`src/hdl/sdc_pkg.sv`:
```
package sdc_pkg;

    // deck geometry
    localparam int DECK_SIZE = 78;
    localparam int IDX_W     = $clog2(DECK_SIZE);
    localparam int CNT_W     = $clog2(DECK_SIZE + 1);

    // field widths
    localparam int WORD_W = 32;
    localparam int CFG_W  = 7;
    localparam int OUT_W  = 7;
    localparam int DIV_W  = (CNT_W > CFG_W) ? CNT_W : CFG_W;
    localparam int CMP_W  = (CNT_W > CFG_W) ? CNT_W : CFG_W;
    localparam int STEP_W = $clog2(WORD_W);

    // constants
    localparam int REV_MOD    = 100;
    localparam int DRAW_RESET = 1;
    localparam int REV_RESET  = 30;

    // configuration register indexes
    localparam int CFG_AW = 1;
    localparam logic [CFG_AW-1:0] REG_DRAW_COUNT = 1'b0;
    localparam logic [CFG_AW-1:0] REG_REV_PCT    = 1'b1;

    // controller states
    typedef enum logic [7:0] {
        S_IDLE = 8'b0000_0001,
        S_DIV  = 8'b0000_0010,
        S_RD_I = 8'b0000_0100,
        S_RD_J = 8'b0000_1000,
        S_WR_I = 8'b0001_0000,
        S_WR_J = 8'b0010_0000,
        S_RD_P = 8'b0100_0000,
        S_OUT  = 8'b1000_0000
    } t_state;

    // controller to datapath commands
    typedef struct packed {
        logic load;
        logic div_step;
        logic rd_i;
        logic rd_j;
        logic wr_i;
        logic wr_j;
        logic rd_p;
        logic out_load;
    } t_dp_cmd;

    // datapath to controller status
    typedef struct packed {
        logic div_last;
        logic dealing;
        logic out_free;
    } t_dp_sts;

endpackage

```
`src/hdl/sdc_ram.sv`:
```
module sdc_ram #(
    parameter int WIDTH = 8,
    parameter int DEPTH = 16
) (
    input  logic                     i_clk,
    input  logic                     i_we,
    input  logic [$clog2(DEPTH)-1:0] i_waddr,
    input  logic [WIDTH-1:0]         i_wdata,
    input  logic                     i_re,
    input  logic [$clog2(DEPTH)-1:0] i_raddr,
    output logic [WIDTH-1:0]         o_rdata
);

    logic [WIDTH-1:0] r_mem [DEPTH];
    logic [WIDTH-1:0] r_rdata;

    // write port
    always_ff @(posedge i_clk) begin
        if (i_we) begin
            r_mem[i_waddr] <= i_wdata;
        end
    end

    // registered read port
    always_ff @(posedge i_clk) begin
        if (i_re) begin
            r_rdata <= r_mem[i_raddr];
        end
    end

    assign o_rdata = r_rdata;

endmodule

```
`src/hdl/sdc_ctrl.sv`:
```
module sdc_ctrl (
    input  logic             i_clk,
    input  logic             i_rst_n,
    input  logic             i_valid,
    output logic             o_ready,
    input  sdc_pkg::t_dp_sts i_sts,
    output sdc_pkg::t_dp_cmd o_cmd
);

    sdc_pkg::t_state r_state;
    sdc_pkg::t_state n_state;

    // state register
    always_ff @(posedge i_clk) begin
        if (!i_rst_n) begin
            r_state <= sdc_pkg::S_IDLE;
        end else begin
            r_state <= n_state;
        end
    end

    // next state and commands
    always_comb begin
        n_state = r_state;
        o_cmd   = '0;
        case (r_state)
            sdc_pkg::S_IDLE: begin
                if (i_valid) begin
                    o_cmd.load = 1'b1;
                    n_state    = sdc_pkg::S_DIV;
                end
            end
            sdc_pkg::S_DIV: begin
                o_cmd.div_step = 1'b1;
                if (i_sts.div_last) begin
                    n_state = i_sts.dealing ? sdc_pkg::S_RD_P : sdc_pkg::S_RD_I;
                end
            end
            sdc_pkg::S_RD_I: begin
                o_cmd.rd_i = 1'b1;
                n_state    = sdc_pkg::S_RD_J;
            end
            sdc_pkg::S_RD_J: begin
                o_cmd.rd_j = 1'b1;
                n_state    = sdc_pkg::S_WR_I;
            end
            sdc_pkg::S_WR_I: begin
                o_cmd.wr_i = 1'b1;
                n_state    = sdc_pkg::S_WR_J;
            end
            sdc_pkg::S_WR_J: begin
                o_cmd.wr_j = 1'b1;
                n_state    = sdc_pkg::S_IDLE;
            end
            sdc_pkg::S_RD_P: begin
                o_cmd.rd_p = 1'b1;
                n_state    = sdc_pkg::S_OUT;
            end
            sdc_pkg::S_OUT: begin
                if (i_sts.out_free) begin
                    o_cmd.out_load = 1'b1;
                    n_state        = sdc_pkg::S_IDLE;
                end
            end
            default: begin
                n_state = sdc_pkg::S_IDLE;
            end
        endcase
    end

    assign o_ready = (r_state == sdc_pkg::S_IDLE);

endmodule

```
`src/hdl/sdc_dp.sv`:
```
module sdc_dp (
    input  logic                              i_clk,
    input  logic                              i_rst_n,
    input  sdc_pkg::t_dp_cmd                  i_cmd,
    output sdc_pkg::t_dp_sts                  o_sts,
    input  logic [sdc_pkg::WORD_W-1:0]        i_random_word,
    input  logic                              i_cfg_we,
    input  logic [sdc_pkg::CFG_AW-1:0]        i_cfg_addr,
    input  logic [sdc_pkg::CFG_W-1:0]         i_cfg_data,
    input  logic                              i_ready,
    output logic                              o_valid,
    output logic [sdc_pkg::OUT_W-1:0]         o_card_id,
    output logic                              o_is_reversed,
    output logic [sdc_pkg::OUT_W-1:0]         o_position_index,
    output logic                              o_last_card
);

    // configuration registers
    logic [sdc_pkg::CFG_W-1:0] r_draw_count;
    logic [sdc_pkg::CFG_W-1:0] r_rev_pct;

    // shuffle and deal state
    logic [sdc_pkg::IDX_W-1:0]     r_swap;
    logic                          r_dealing;
    logic [sdc_pkg::IDX_W-1:0]     r_pos;
    logic [sdc_pkg::DECK_SIZE-1:0] r_vld;

    // remainder unit
    logic [sdc_pkg::WORD_W-1:0] r_word;
    logic [sdc_pkg::DIV_W-1:0]  r_rem;
    logic [sdc_pkg::DIV_W-1:0]  n_rem;
    logic [sdc_pkg::STEP_W-1:0] r_step;
    logic [sdc_pkg::DIV_W-1:0]  w_div;
    logic [sdc_pkg::DIV_W:0]    w_trial;

    // deck memory access
    logic                      w_re;
    logic [sdc_pkg::IDX_W-1:0] w_raddr;
    logic                      w_we;
    logic [sdc_pkg::IDX_W-1:0] w_waddr;
    logic [sdc_pkg::IDX_W-1:0] w_wdata;
    logic [sdc_pkg::IDX_W-1:0] w_q;
    logic [sdc_pkg::IDX_W-1:0] r_rd_addr;
    logic [sdc_pkg::IDX_W-1:0] w_card;
    logic [sdc_pkg::IDX_W-1:0] r_val_i;
    logic [sdc_pkg::IDX_W-1:0] w_j;

    // deal decisions
    logic [sdc_pkg::CMP_W-1:0] w_cnt;
    logic [sdc_pkg::CMP_W-1:0] w_pos1;
    logic                      w_last;
    logic                      w_rev;

    // output register
    logic                      r_out_valid;
    logic [sdc_pkg::OUT_W-1:0] r_out_card;
    logic                      r_out_rev;
    logic [sdc_pkg::OUT_W-1:0] r_out_pos;
    logic                      r_out_last;

    // configuration writes
    always_ff @(posedge i_clk) begin
        if (!i_rst_n) begin
            r_draw_count <= sdc_pkg::CFG_W'(sdc_pkg::DRAW_RESET);
            r_rev_pct    <= sdc_pkg::CFG_W'(sdc_pkg::REV_RESET);
        end else if (i_cfg_we) begin
            case (i_cfg_addr)
                sdc_pkg::REG_DRAW_COUNT: r_draw_count <= i_cfg_data;
                sdc_pkg::REG_REV_PCT:    r_rev_pct    <= i_cfg_data;
                default: ;
            endcase
        end
    end

    // divisor: swap index plus one while shuffling, 100 while dealing
    assign w_div = r_dealing ? sdc_pkg::DIV_W'(sdc_pkg::REV_MOD)
                             : sdc_pkg::DIV_W'(r_swap) + sdc_pkg::DIV_W'(1);

    // restoring remainder step, one word bit per cycle
    always_comb begin
        w_trial = {r_rem, r_word[sdc_pkg::WORD_W-1]};
        if (w_trial >= {1'b0, w_div}) begin
            n_rem = sdc_pkg::DIV_W'(w_trial - {1'b0, w_div});
        end else begin
            n_rem = w_trial[sdc_pkg::DIV_W-1:0];
        end
    end

    always_ff @(posedge i_clk) begin
        if (i_cmd.load) begin
            r_word <= i_random_word;
            r_rem  <= '0;
            r_step <= '0;
        end else if (i_cmd.div_step) begin
            r_word <= r_word << 1;
            r_rem  <= n_rem;
            r_step <= r_step + sdc_pkg::STEP_W'(1);
        end
    end

    assign w_j = sdc_pkg::IDX_W'(r_rem);

    // memory address and data selection
    always_comb begin
        w_re    = i_cmd.rd_i | i_cmd.rd_j | i_cmd.rd_p;
        w_raddr = r_pos;
        if (i_cmd.rd_i) begin
            w_raddr = r_swap;
        end else if (i_cmd.rd_j) begin
            w_raddr = w_j;
        end
        w_we    = i_cmd.wr_i | i_cmd.wr_j;
        w_waddr = i_cmd.wr_i ? r_swap : w_j;
        w_wdata = i_cmd.wr_i ? w_card : r_val_i;
    end

    sdc_ram #(
        .WIDTH (sdc_pkg::IDX_W),
        .DEPTH (sdc_pkg::DECK_SIZE)
    ) u_deck (
        .i_clk   (i_clk),
        .i_we    (w_we),
        .i_waddr (w_waddr),
        .i_wdata (w_wdata),
        .i_re    (w_re),
        .i_raddr (w_raddr),
        .o_rdata (w_q)
    );

    // an entry not written since the last restart holds its own index
    assign w_card = r_vld[r_rd_addr] ? w_q : r_rd_addr;

    always_ff @(posedge i_clk) begin
        if (w_re) begin
            r_rd_addr <= w_raddr;
        end
        if (i_cmd.rd_j) begin
            r_val_i <= w_card;
        end
    end

    // effective draw count, clamped to one through the deck size
    always_comb begin
        w_cnt = sdc_pkg::CMP_W'(r_draw_count);
        if (w_cnt == '0) begin
            w_cnt = sdc_pkg::CMP_W'(1);
        end else if (w_cnt > sdc_pkg::CMP_W'(sdc_pkg::DECK_SIZE)) begin
            w_cnt = sdc_pkg::CMP_W'(sdc_pkg::DECK_SIZE);
        end
        w_pos1 = sdc_pkg::CMP_W'(r_pos) + sdc_pkg::CMP_W'(1);
        w_last = (w_pos1 >= w_cnt);
        w_rev  = (r_rem < sdc_pkg::DIV_W'(r_rev_pct));
    end

    // shuffle and deal state, valid bits
    always_ff @(posedge i_clk) begin
        if (!i_rst_n) begin
            r_swap    <= sdc_pkg::IDX_W'(sdc_pkg::DECK_SIZE - 1);
            r_dealing <= 1'b0;
            r_pos     <= '0;
            r_vld     <= '0;
        end else begin
            if (w_we) begin
                r_vld[w_waddr] <= 1'b1;
            end
            if (i_cmd.wr_j) begin
                if (r_swap <= sdc_pkg::IDX_W'(1)) begin
                    r_dealing <= 1'b1;
                    r_pos     <= '0;
                    r_swap    <= '0;
                end else begin
                    r_swap <= r_swap - sdc_pkg::IDX_W'(1);
                end
            end
            if (i_cmd.out_load) begin
                if (w_last) begin
                    r_swap    <= sdc_pkg::IDX_W'(sdc_pkg::DECK_SIZE - 1);
                    r_dealing <= 1'b0;
                    r_pos     <= '0;
                    r_vld     <= '0;
                end else begin
                    r_pos <= r_pos + sdc_pkg::IDX_W'(1);
                end
            end
        end
    end

    // output register, holds while the receiver stalls
    always_ff @(posedge i_clk) begin
        if (!i_rst_n) begin
            r_out_valid <= 1'b0;
        end else if (i_cmd.out_load) begin
            r_out_valid <= 1'b1;
        end else if (i_ready) begin
            r_out_valid <= 1'b0;
        end
    end

    always_ff @(posedge i_clk) begin
        if (i_cmd.out_load) begin
            r_out_card <= sdc_pkg::OUT_W'(w_card);
            r_out_rev  <= w_rev;
            r_out_pos  <= sdc_pkg::OUT_W'(r_pos);
            r_out_last <= w_last;
        end
    end

    assign o_sts.div_last = (r_step == sdc_pkg::STEP_W'(sdc_pkg::WORD_W - 1));
    assign o_sts.dealing  = r_dealing;
    assign o_sts.out_free = !r_out_valid || i_ready;

    assign o_valid          = r_out_valid;
    assign o_card_id        = r_out_card;
    assign o_is_reversed    = r_out_rev;
    assign o_position_index = r_out_pos;
    assign o_last_card      = r_out_last;

endmodule

```
`src/hdl/shuffle_and_draw_cards.sv`:
```
// Card shuffler and dealer fed by 32-bit random words.
// Input channel: i_valid / o_ready carry one random word per transaction.
// While shuffling, each word does one deck swap and gives no result; once
// DECK_SIZE-1 swaps are done, each word deals one card on the output channel
// (o_valid / i_ready) with its position, reversed flag and last-card mark.
// After the last card the deck returns to identity order and shuffling
// starts again.
// Flow: one transaction at a time. Each word runs through a bit-serial
// remainder unit; a shuffle word then needs two deck memory reads and two
// writes before o_ready returns. A deal word needs one memory read and an
// output step; the card is on o_valid in the same cycle o_ready returns.
// The deck memory has one port of each kind, which sets the swap length.
// Reset (synchronous, i_rst_n low) restores identity order at once through
// per-entry valid bits, loads draw_count 1 and reversal_percent 30.
// A stalled receiver holds the card in the output register; the next word is
// still taken and worked on, and waits only to hand over its card.
// Configuration writes (i_cfg_we) are for the user to make only while the
// block is idle; the block itself does not enforce this.
module shuffle_and_draw_cards (
    input  logic                       i_clk,
    input  logic                       i_rst_n,
    input  logic                       i_valid,
    output logic                       o_ready,
    input  logic [sdc_pkg::WORD_W-1:0] i_random_word,
    output logic                       o_valid,
    input  logic                       i_ready,
    output logic [sdc_pkg::OUT_W-1:0]  o_card_id,
    output logic                       o_is_reversed,
    output logic [sdc_pkg::OUT_W-1:0]  o_position_index,
    output logic                       o_last_card,
    input  logic                       i_cfg_we,
    input  logic [sdc_pkg::CFG_AW-1:0] i_cfg_addr,
    input  logic [sdc_pkg::CFG_W-1:0]  i_cfg_data
);

    sdc_pkg::t_dp_cmd w_cmd;
    sdc_pkg::t_dp_sts w_sts;

    // sequencing
    sdc_ctrl u_ctrl (
        .i_clk   (i_clk),
        .i_rst_n (i_rst_n),
        .i_valid (i_valid),
        .o_ready (o_ready),
        .i_sts   (w_sts),
        .o_cmd   (w_cmd)
    );

    // deck, remainder unit and output register
    sdc_dp u_dp (
        .i_clk            (i_clk),
        .i_rst_n          (i_rst_n),
        .i_cmd            (w_cmd),
        .o_sts            (w_sts),
        .i_random_word    (i_random_word),
        .i_cfg_we         (i_cfg_we),
        .i_cfg_addr       (i_cfg_addr),
        .i_cfg_data       (i_cfg_data),
        .i_ready          (i_ready),
        .o_valid          (o_valid),
        .o_card_id        (o_card_id),
        .o_is_reversed    (o_is_reversed),
        .o_position_index (o_position_index),
        .o_last_card      (o_last_card)
    );

endmodule

```
`config.mk`:
```
export PLATFORM = sky130hd
export DESIGN_NAME = shuffle_and_draw_cards
export DESIGN_NICKNAME = d
export VERILOG_FILES = /design/src/hdl/sdc_pkg.sv /design/src/hdl/sdc_ram.sv /design/src/hdl/sdc_ctrl.sv /design/src/hdl/sdc_dp.sv /design/src/hdl/shuffle_and_draw_cards.sv
export SDC_FILE = /design/constraint.sdc
export NUM_CORES = 1
export LEC_CHECK = 0
export ABC_AREA = 1
export BUFFER_PORTS_ARGS = -buffer_cell sky130_fd_sc_hd__buf_2
export CAP_MARGIN = 0
export CELL_PAD_IN_SITES_DETAIL_PLACEMENT = 0
export CELL_PAD_IN_SITES_GLOBAL_PLACEMENT = 1
export CORE_ASPECT_RATIO = 1.4
export CORE_MARGIN = 2
export CORE_UTILIZATION = 30
export DETAILED_ROUTE_END_ITERATION = 16
export GPL_TIMING_DRIVEN = 0
export MAX_ROUTING_LAYER = met4
export PLACE_DENSITY_LB_ADDON = 0.1
export SLEW_MARGIN = 10
export SYNTH_ARGS = -nofsm -noshare
export SYNTH_HDL_FRONTEND = slang
export SYNTH_SLANG_ARGS = --single-unit
```
`constraint.sdc`:
```
create_clock -name i_clk -period 6.5 [get_ports i_clk]
set_input_delay 0.975 -clock i_clk [delete_from_list [all_inputs] [get_ports i_clk]]
set_output_delay 0.975 -clock i_clk [all_outputs]
set_load 0.03 [all_outputs]
```
**After elaboration in Yosys (flattened, before gate mapping)**

Memories as Yosys holds them, arrays and structs flattened. A register that Yosys moved wholly into a read port is not among the register bits.
Cells that the tools add are included.

- Add/subtract/negate cells: 5
- Multipliers: 0
- Divide/modulo/power cells: 0
- Magnitude comparators: 8
- Equality and inequality tests: 12
- Shift-type cells: 0
- Mux-type cells: 49
- Bitwise operators: 5
- Reductions and logical operators: 12

Operator list:

| cell | count |
|---|---|
| 78-bit two-way mux | 3 |
| 7-bit two-way mux | 18 |
| 78-bit OR | 1 |
| 32-bit two-way mux | 2 |
| 8-bit case mux with 7 select lines | 1 |
| 8-bit two-way mux | 3 |
| 1-bit two-way mux | 20 |
| 7-bit by 8-bit less-than comparator with 1-bit output, second input constant | 2 |
| 7-bit by 1-bit adder with 7-bit output, second input constant | 2 |
| 8-bit by 1-bit == test with 1-bit output, second input constant | 1 |
| 8-bit by 2-bit == test with 1-bit output, second input constant | 1 |
| 8-bit by 3-bit == test with 1-bit output, second input constant | 1 |
| 8-bit by 4-bit == test with 1-bit output, second input constant | 1 |
| 8-bit by 5-bit == test with 1-bit output, second input constant | 1 |
| 8-bit by 6-bit == test with 1-bit output, second input constant | 1 |
| 8-bit by 7-bit == test with 1-bit output, second input constant | 1 |
| 8-bit == test, second input constant | 1 |
| 8-bit by 7-bit greater-or-equal comparator with 1-bit output | 1 |
| 2-bit nonzero test | 4 |
| 1-bit binary-select mux with 7-bit select | 1 |
| 1-bit demux with 7-bit select | 1 |
| 7-bit by 1-bit greater-or-equal comparator with 1-bit output, second input constant | 1 |
| 7-bit greater-or-equal comparator | 1 |
| 7-bit > comparator, second input constant | 1 |
| 16 further kinds | 21 |

- Bits in registers: 190
- Bits in latches: 0
- Memory bits (writable): 546
- Bits in read-only memories: 0
- Output and inout port bits: 18
- Memories: 1

Memories:

| name | depth | width | read ports | clocked after Yosys merged registers in | wr ports | RTL line | source |
|---|---|---|---|---|---|---|---|
| u_dp.u_deck.r_mem | 78 | 7 | 1 | 1 | 1 | sdc_ram.sv:14 | `logic [WIDTH-1:0] r_mem [DEPTH];` |

**Logic depth before layout (Yosys ltp)**

- Depth in word-level cells: 11
- Depth in mapped cells: 18

**By module**

Synthesis repeated with hierarchy kept, for this count alone.

- Cells, all modules: 3062
- Area, all modules: 31801.8 um^2

By module, submodules not included:

| module | times used | cells an instance | area an instance (um^2) |
|---|---|---|---|
| sdc_ram | 1 | 1886 | 22472.8 |
| sdc_dp | 1 | 1099 | 8768.4 |
| sdc_ctrl | 1 | 77 | 560.5 |

**Worst setup path after synthesis**

No wires, ideal clock.

- Kind: reg-to-reg
- Start point: reg u_dp.r_rd_addr[0] (netlist name)
- End point: mem u_dp.u_deck.r_mem[0][0] (netlist name), data pin
- Library setup time: 671 ps
- Arrival time: 4130 ps
- Setup slack: 1699 ps
- Stages on the path, launching flop included: 12
- Cells stage by stage: edfxtp_1 -> inv_1 -> buf_2 -> clkbuf_1 -> nor2_1 -> o22ai_1 -> nor2_1 -> o211ai_1 -> nand3_1 -> nand2_1 -> nand3_1 -> a31oi_1

- Cells in the longest elaborated chain, start to end: 4

RTL lines:

| element | RTL line | source |
|---|---|---|
| from (decl) | sdc_dp.sv:43 | `logic [sdc_pkg::IDX_W-1:0] r_rd_addr;` |
| from (signal assigned) | sdc_dp.sv:135 | `r_rd_addr <= w_raddr;` |
| 1-bit binary-select mux with 7-bit select | sdc_dp.sv:131 | `assign w_card = r_vld[r_rd_addr] ? w_q : r_rd_addr;` |
| 1-bit two-way mux (implied by the code) | sdc_dp.sv:131 |  |
| 7-bit two-way mux (*) | sdc_dp.sv:131 |  |
| 7-bit two-way mux (*) | sdc_dp.sv:114 | `w_wdata = i_cmd.wr_i ? w_card : r_val_i;` |
| via u_dp.u_deck.i_wdata[0] | sdc_ram.sv:8 | `input logic [WIDTH-1:0] i_wdata,` |
| to (decl) | sdc_ram.sv:14 |  |

Mark *: on every way through the listed nets, which the timed path passes. The rest lies on a longest branch. The select of a mux whose other input is x is not followed.

**Final worst setup path**

- Start point: reg u_dp.r_rd_addr[1] (netlist name)
- End point: mem u_dp.u_deck.r_mem[42][4] (netlist name), data pin

- Cells in the longest elaborated chain, start to end: 4

RTL lines:

| element | RTL line |
|---|---|
| 1-bit binary-select mux with 7-bit select | sdc_dp.sv:131 |
| 1-bit two-way mux (implied by the code) | sdc_dp.sv:131 |
| 7-bit two-way mux | sdc_dp.sv:131 |
| 7-bit two-way mux | sdc_dp.sv:114 |
| via u_dp.u_deck.i_wdata[4] | sdc_ram.sv:8 |

The timed path passes the listed nets, and every way through them passes these cells. The select of a mux whose other input is x is not followed.

==> out/qor.csv <==
metric;value;unit
required;7010;ps
end_kind;flop;
cts_tree;done;
synth_cells;3369;
final_cells;5059;
wire_per_inst;23.51;µm
cts-root-buf;clkbuf_16;
core_area;108600;µm²
antenna_left;0;
synth_common_cells;nand2_1, edfxtp_1, nand3_1, inv_1, nor2_1;
post-dp-hpwl;87160;µm
rsz0062_at_grt;false;
drtIter0Drc;1604;
place_area;35860;µm²
relSlewSlack;9.331;%
grt_util_all_layers;21.70;%
clk_pin_slew;60;ps
io_buffer_count;62;
antenna_found_initial;0;
worst_slew_pin_slew;1355;ps
critPathLaunch;u_dp.r_rd_addr[1];
synth_area_leaders;edfxtp_1, nand3_1, nand2_1, dfxtp_1, inv_1;
io_pins;63;
postSynth.asyncResetShare;0;%
vdd_drop_max;0.2511;mV
timing.rr.end;u_dp.u_deck.r_mem[42][4];
hold_viol_final;0;
cts_setup_buffers;0;
min_period;4208;ps
synth_compound_area_share;4.141;%
leakage;15.41;nW
synth_edf_count;615;
cts_resized;0;
drc;0;
maxSlewViolCount;0;
die_h;395.9;µm
hold_buffers;0;
ys_ff_latch;743;
timing.max_cap.violations;0;
synth_top_area_share;56.12;%
grt_pass1_wl;169900;µm
syn_nets;3441;
routed_wl;119000;µm
grt_pass1_vias;23880;
finalCritPeriodShare;64.74;%
crit_path_max_fanout;19;
hp-class;reg2reg;
place_congestion;0.8664;
area_delta_synth_final;17.10;%
power_density;279.5;nW/µm²
stdcell_area;38530;µm²
ys_types;48;
critPathKind;reg2reg;
dp.cells;4910;
h-tree-depth;3;
clk_path_buf_depth;3;
die-width;283.9;µm
start_util;30.30;%
cts_buffers;79;
synth.mux.area_fraction;0;%
r2r-start;u_dp.r_rd_addr[1];
synth_xor_area_share;0.3194;%
finalNetCount;3613;
via_count;23930;
cts_sinks;743;
path_cells;clkinv_1, clkbuf_1, o21ai_0, o221ai_1, nand3_1, o211ai_1, nand3_1, nand2_1, nand3_1, a31oi_4, buf_16, buf_16, buf_8;
vias_per_cell;4.731;
crit_end;u_dp.u_deck.r_mem[42][4];
slowest_delay;720;ps
max_freq;0.2376;GHz
fp-row-count;143;
cpMostUsedCell;nand3_1;
status;complete, no violations;
rrSetupSlack;2290;ps
startpoint_type;flop;
r2r_cells;13;
setup_viol;0;
dr.pass1.iters;7;
finalClockSkew;21.18;ps
drive_above_1_share;11.78;%
syn_avg_cell_area;9.768;µm²
yosysSeqAreaShare;63.91;%
synth-warning-count;0;
grt_overflow;0;
worstSkewPairLatency;680;ps
synth_top_family_by_area;simple AND/OR/NAND/NOR gates;
syn_area;32910;µm²
synth_fa_ha_area_share;1.049;%
synth_top_area_cell;edfxtp_1;
grt_max_degree;33;
synth-simple-area-share;22.16;%
yosysMostFrequentCell;nand2_1;
critPathSlowestCell;a31oi_4;
worstPathArrival;4720;ps
synthFlopType;edfxtp_1;
dieArea;112400;µm²
==> cells by family after synthesis <==
logic type / Yosys count
AND/OR/NAND/NOR: 1672
flip-flops: 743
buffers and inverters: 684
AO/OA/AOI/OAI: 231
adder cells (fa/ha/maj): 27
XOR/XNOR: 12
==> worst min-delay path by stage <==
| stage | cells past startpoint | slack (ps) | startpoint | to |
|---|---|---|---|---|
| after floorplan | 2 | 430 | u_dp.r_rev_pct[5] | u_dp.r_rev_pct[5] |
| after global routing | 2 | 480 | u_dp.r_rev_pct[6] | u_dp.r_rev_pct[6] |
| after global placement | 2 | 440 | u_dp.r_vld[38] | u_dp.r_vld[38] |
| after CTS | 2 | 470 | u_dp.r_vld[73] | u_dp.r_vld[73] |
| after detailed placement | 2 | 450 | u_dp.r_vld[73] | u_dp.r_vld[73] |
| final | 2 | 460 | u_dp.r_vld[73] | u_dp.r_vld[73] |
==> where the power goes <==
part / internal (mW) / switching (mW)
Combinational: 0.198 / 0.527
Clock: 2.73 / 1.99
Sequential: 5.27 / 0.0559
==> area by class of cell <==
class                      instances  area (µm²)
fill                           11100       70070
sequential                       743       21030
inverter                         533        2001
buffer                           151       770.7
multi-input combinational       1942        9226
clock buffer                     109        2275
antenna                            1       2.502
tap                             1450        1814
clock inverter                    39       394.1
timing repair buffer              91        1021
==> layer usage <==
layer / up-vias / global-route usage [%] / part of all wire (%)
met2: 583 / 40.00 / 53
met5: - / - / 0
met3: 151 / 2.048 / 3.5
li1: 11460 / - / -
met1: 11750 / 24.07 / 39
met4: 0 / 8.286 / 3.6
==> flip-flops by register name (all words and copies together) (netlist names), 8 cells and up <==
| signal | count |
|---|---|
| u_dp.u_deck.r_mem | 546 |
| u_dp.r_vld | 78 |
| u_dp.r_word | 32 |
| u_ctrl.r_state | 8 |
==> metrics by stage <==
stage / setup slack, ps / hold slack (ps) / total power, mW / utilization (%) / TNS, ps
after floorplan: 1699 / 432.5 / 5.860 / - / 0
after global routing: 2117 / 483.6 / 11.14 / 35.48 / 0
after global placement: -5100 / 444.7 / 6.142 / 32.26 / -2395350
after detailed placement: 2285 / 454.6 / 6.167 / 33.02 / 0
final: 2292 / 463.7 / 10.77 / 35.48 / 0
after CTS: 2253 / 468.0 / 10.90 / 35.48 / 0
==> cell usage in the layout, fill, tap and decap left out, drive strengths merged, types with 9 or more instances in the layout <==
cell type,count
nand2,696
edfxtp,615
nand3,543
inv,530
nor2,387
buf,181
clkbuf,170
dfxtp,128
o21ai,123
a21oi,40
o211ai,29
clkinv,27
ha,26
nor3,16
or2,15
xor2,9
o22ai,9
o221ai,9
==> critical path, delay by kind of cell (launching register included) <==
kind	cells	cell delay [ps]
flops	1	430
compound gates	4	1440
simple gates	4	660
buf+inv	5	1470
Note: power is estimated with default switching activity, not from simulation.
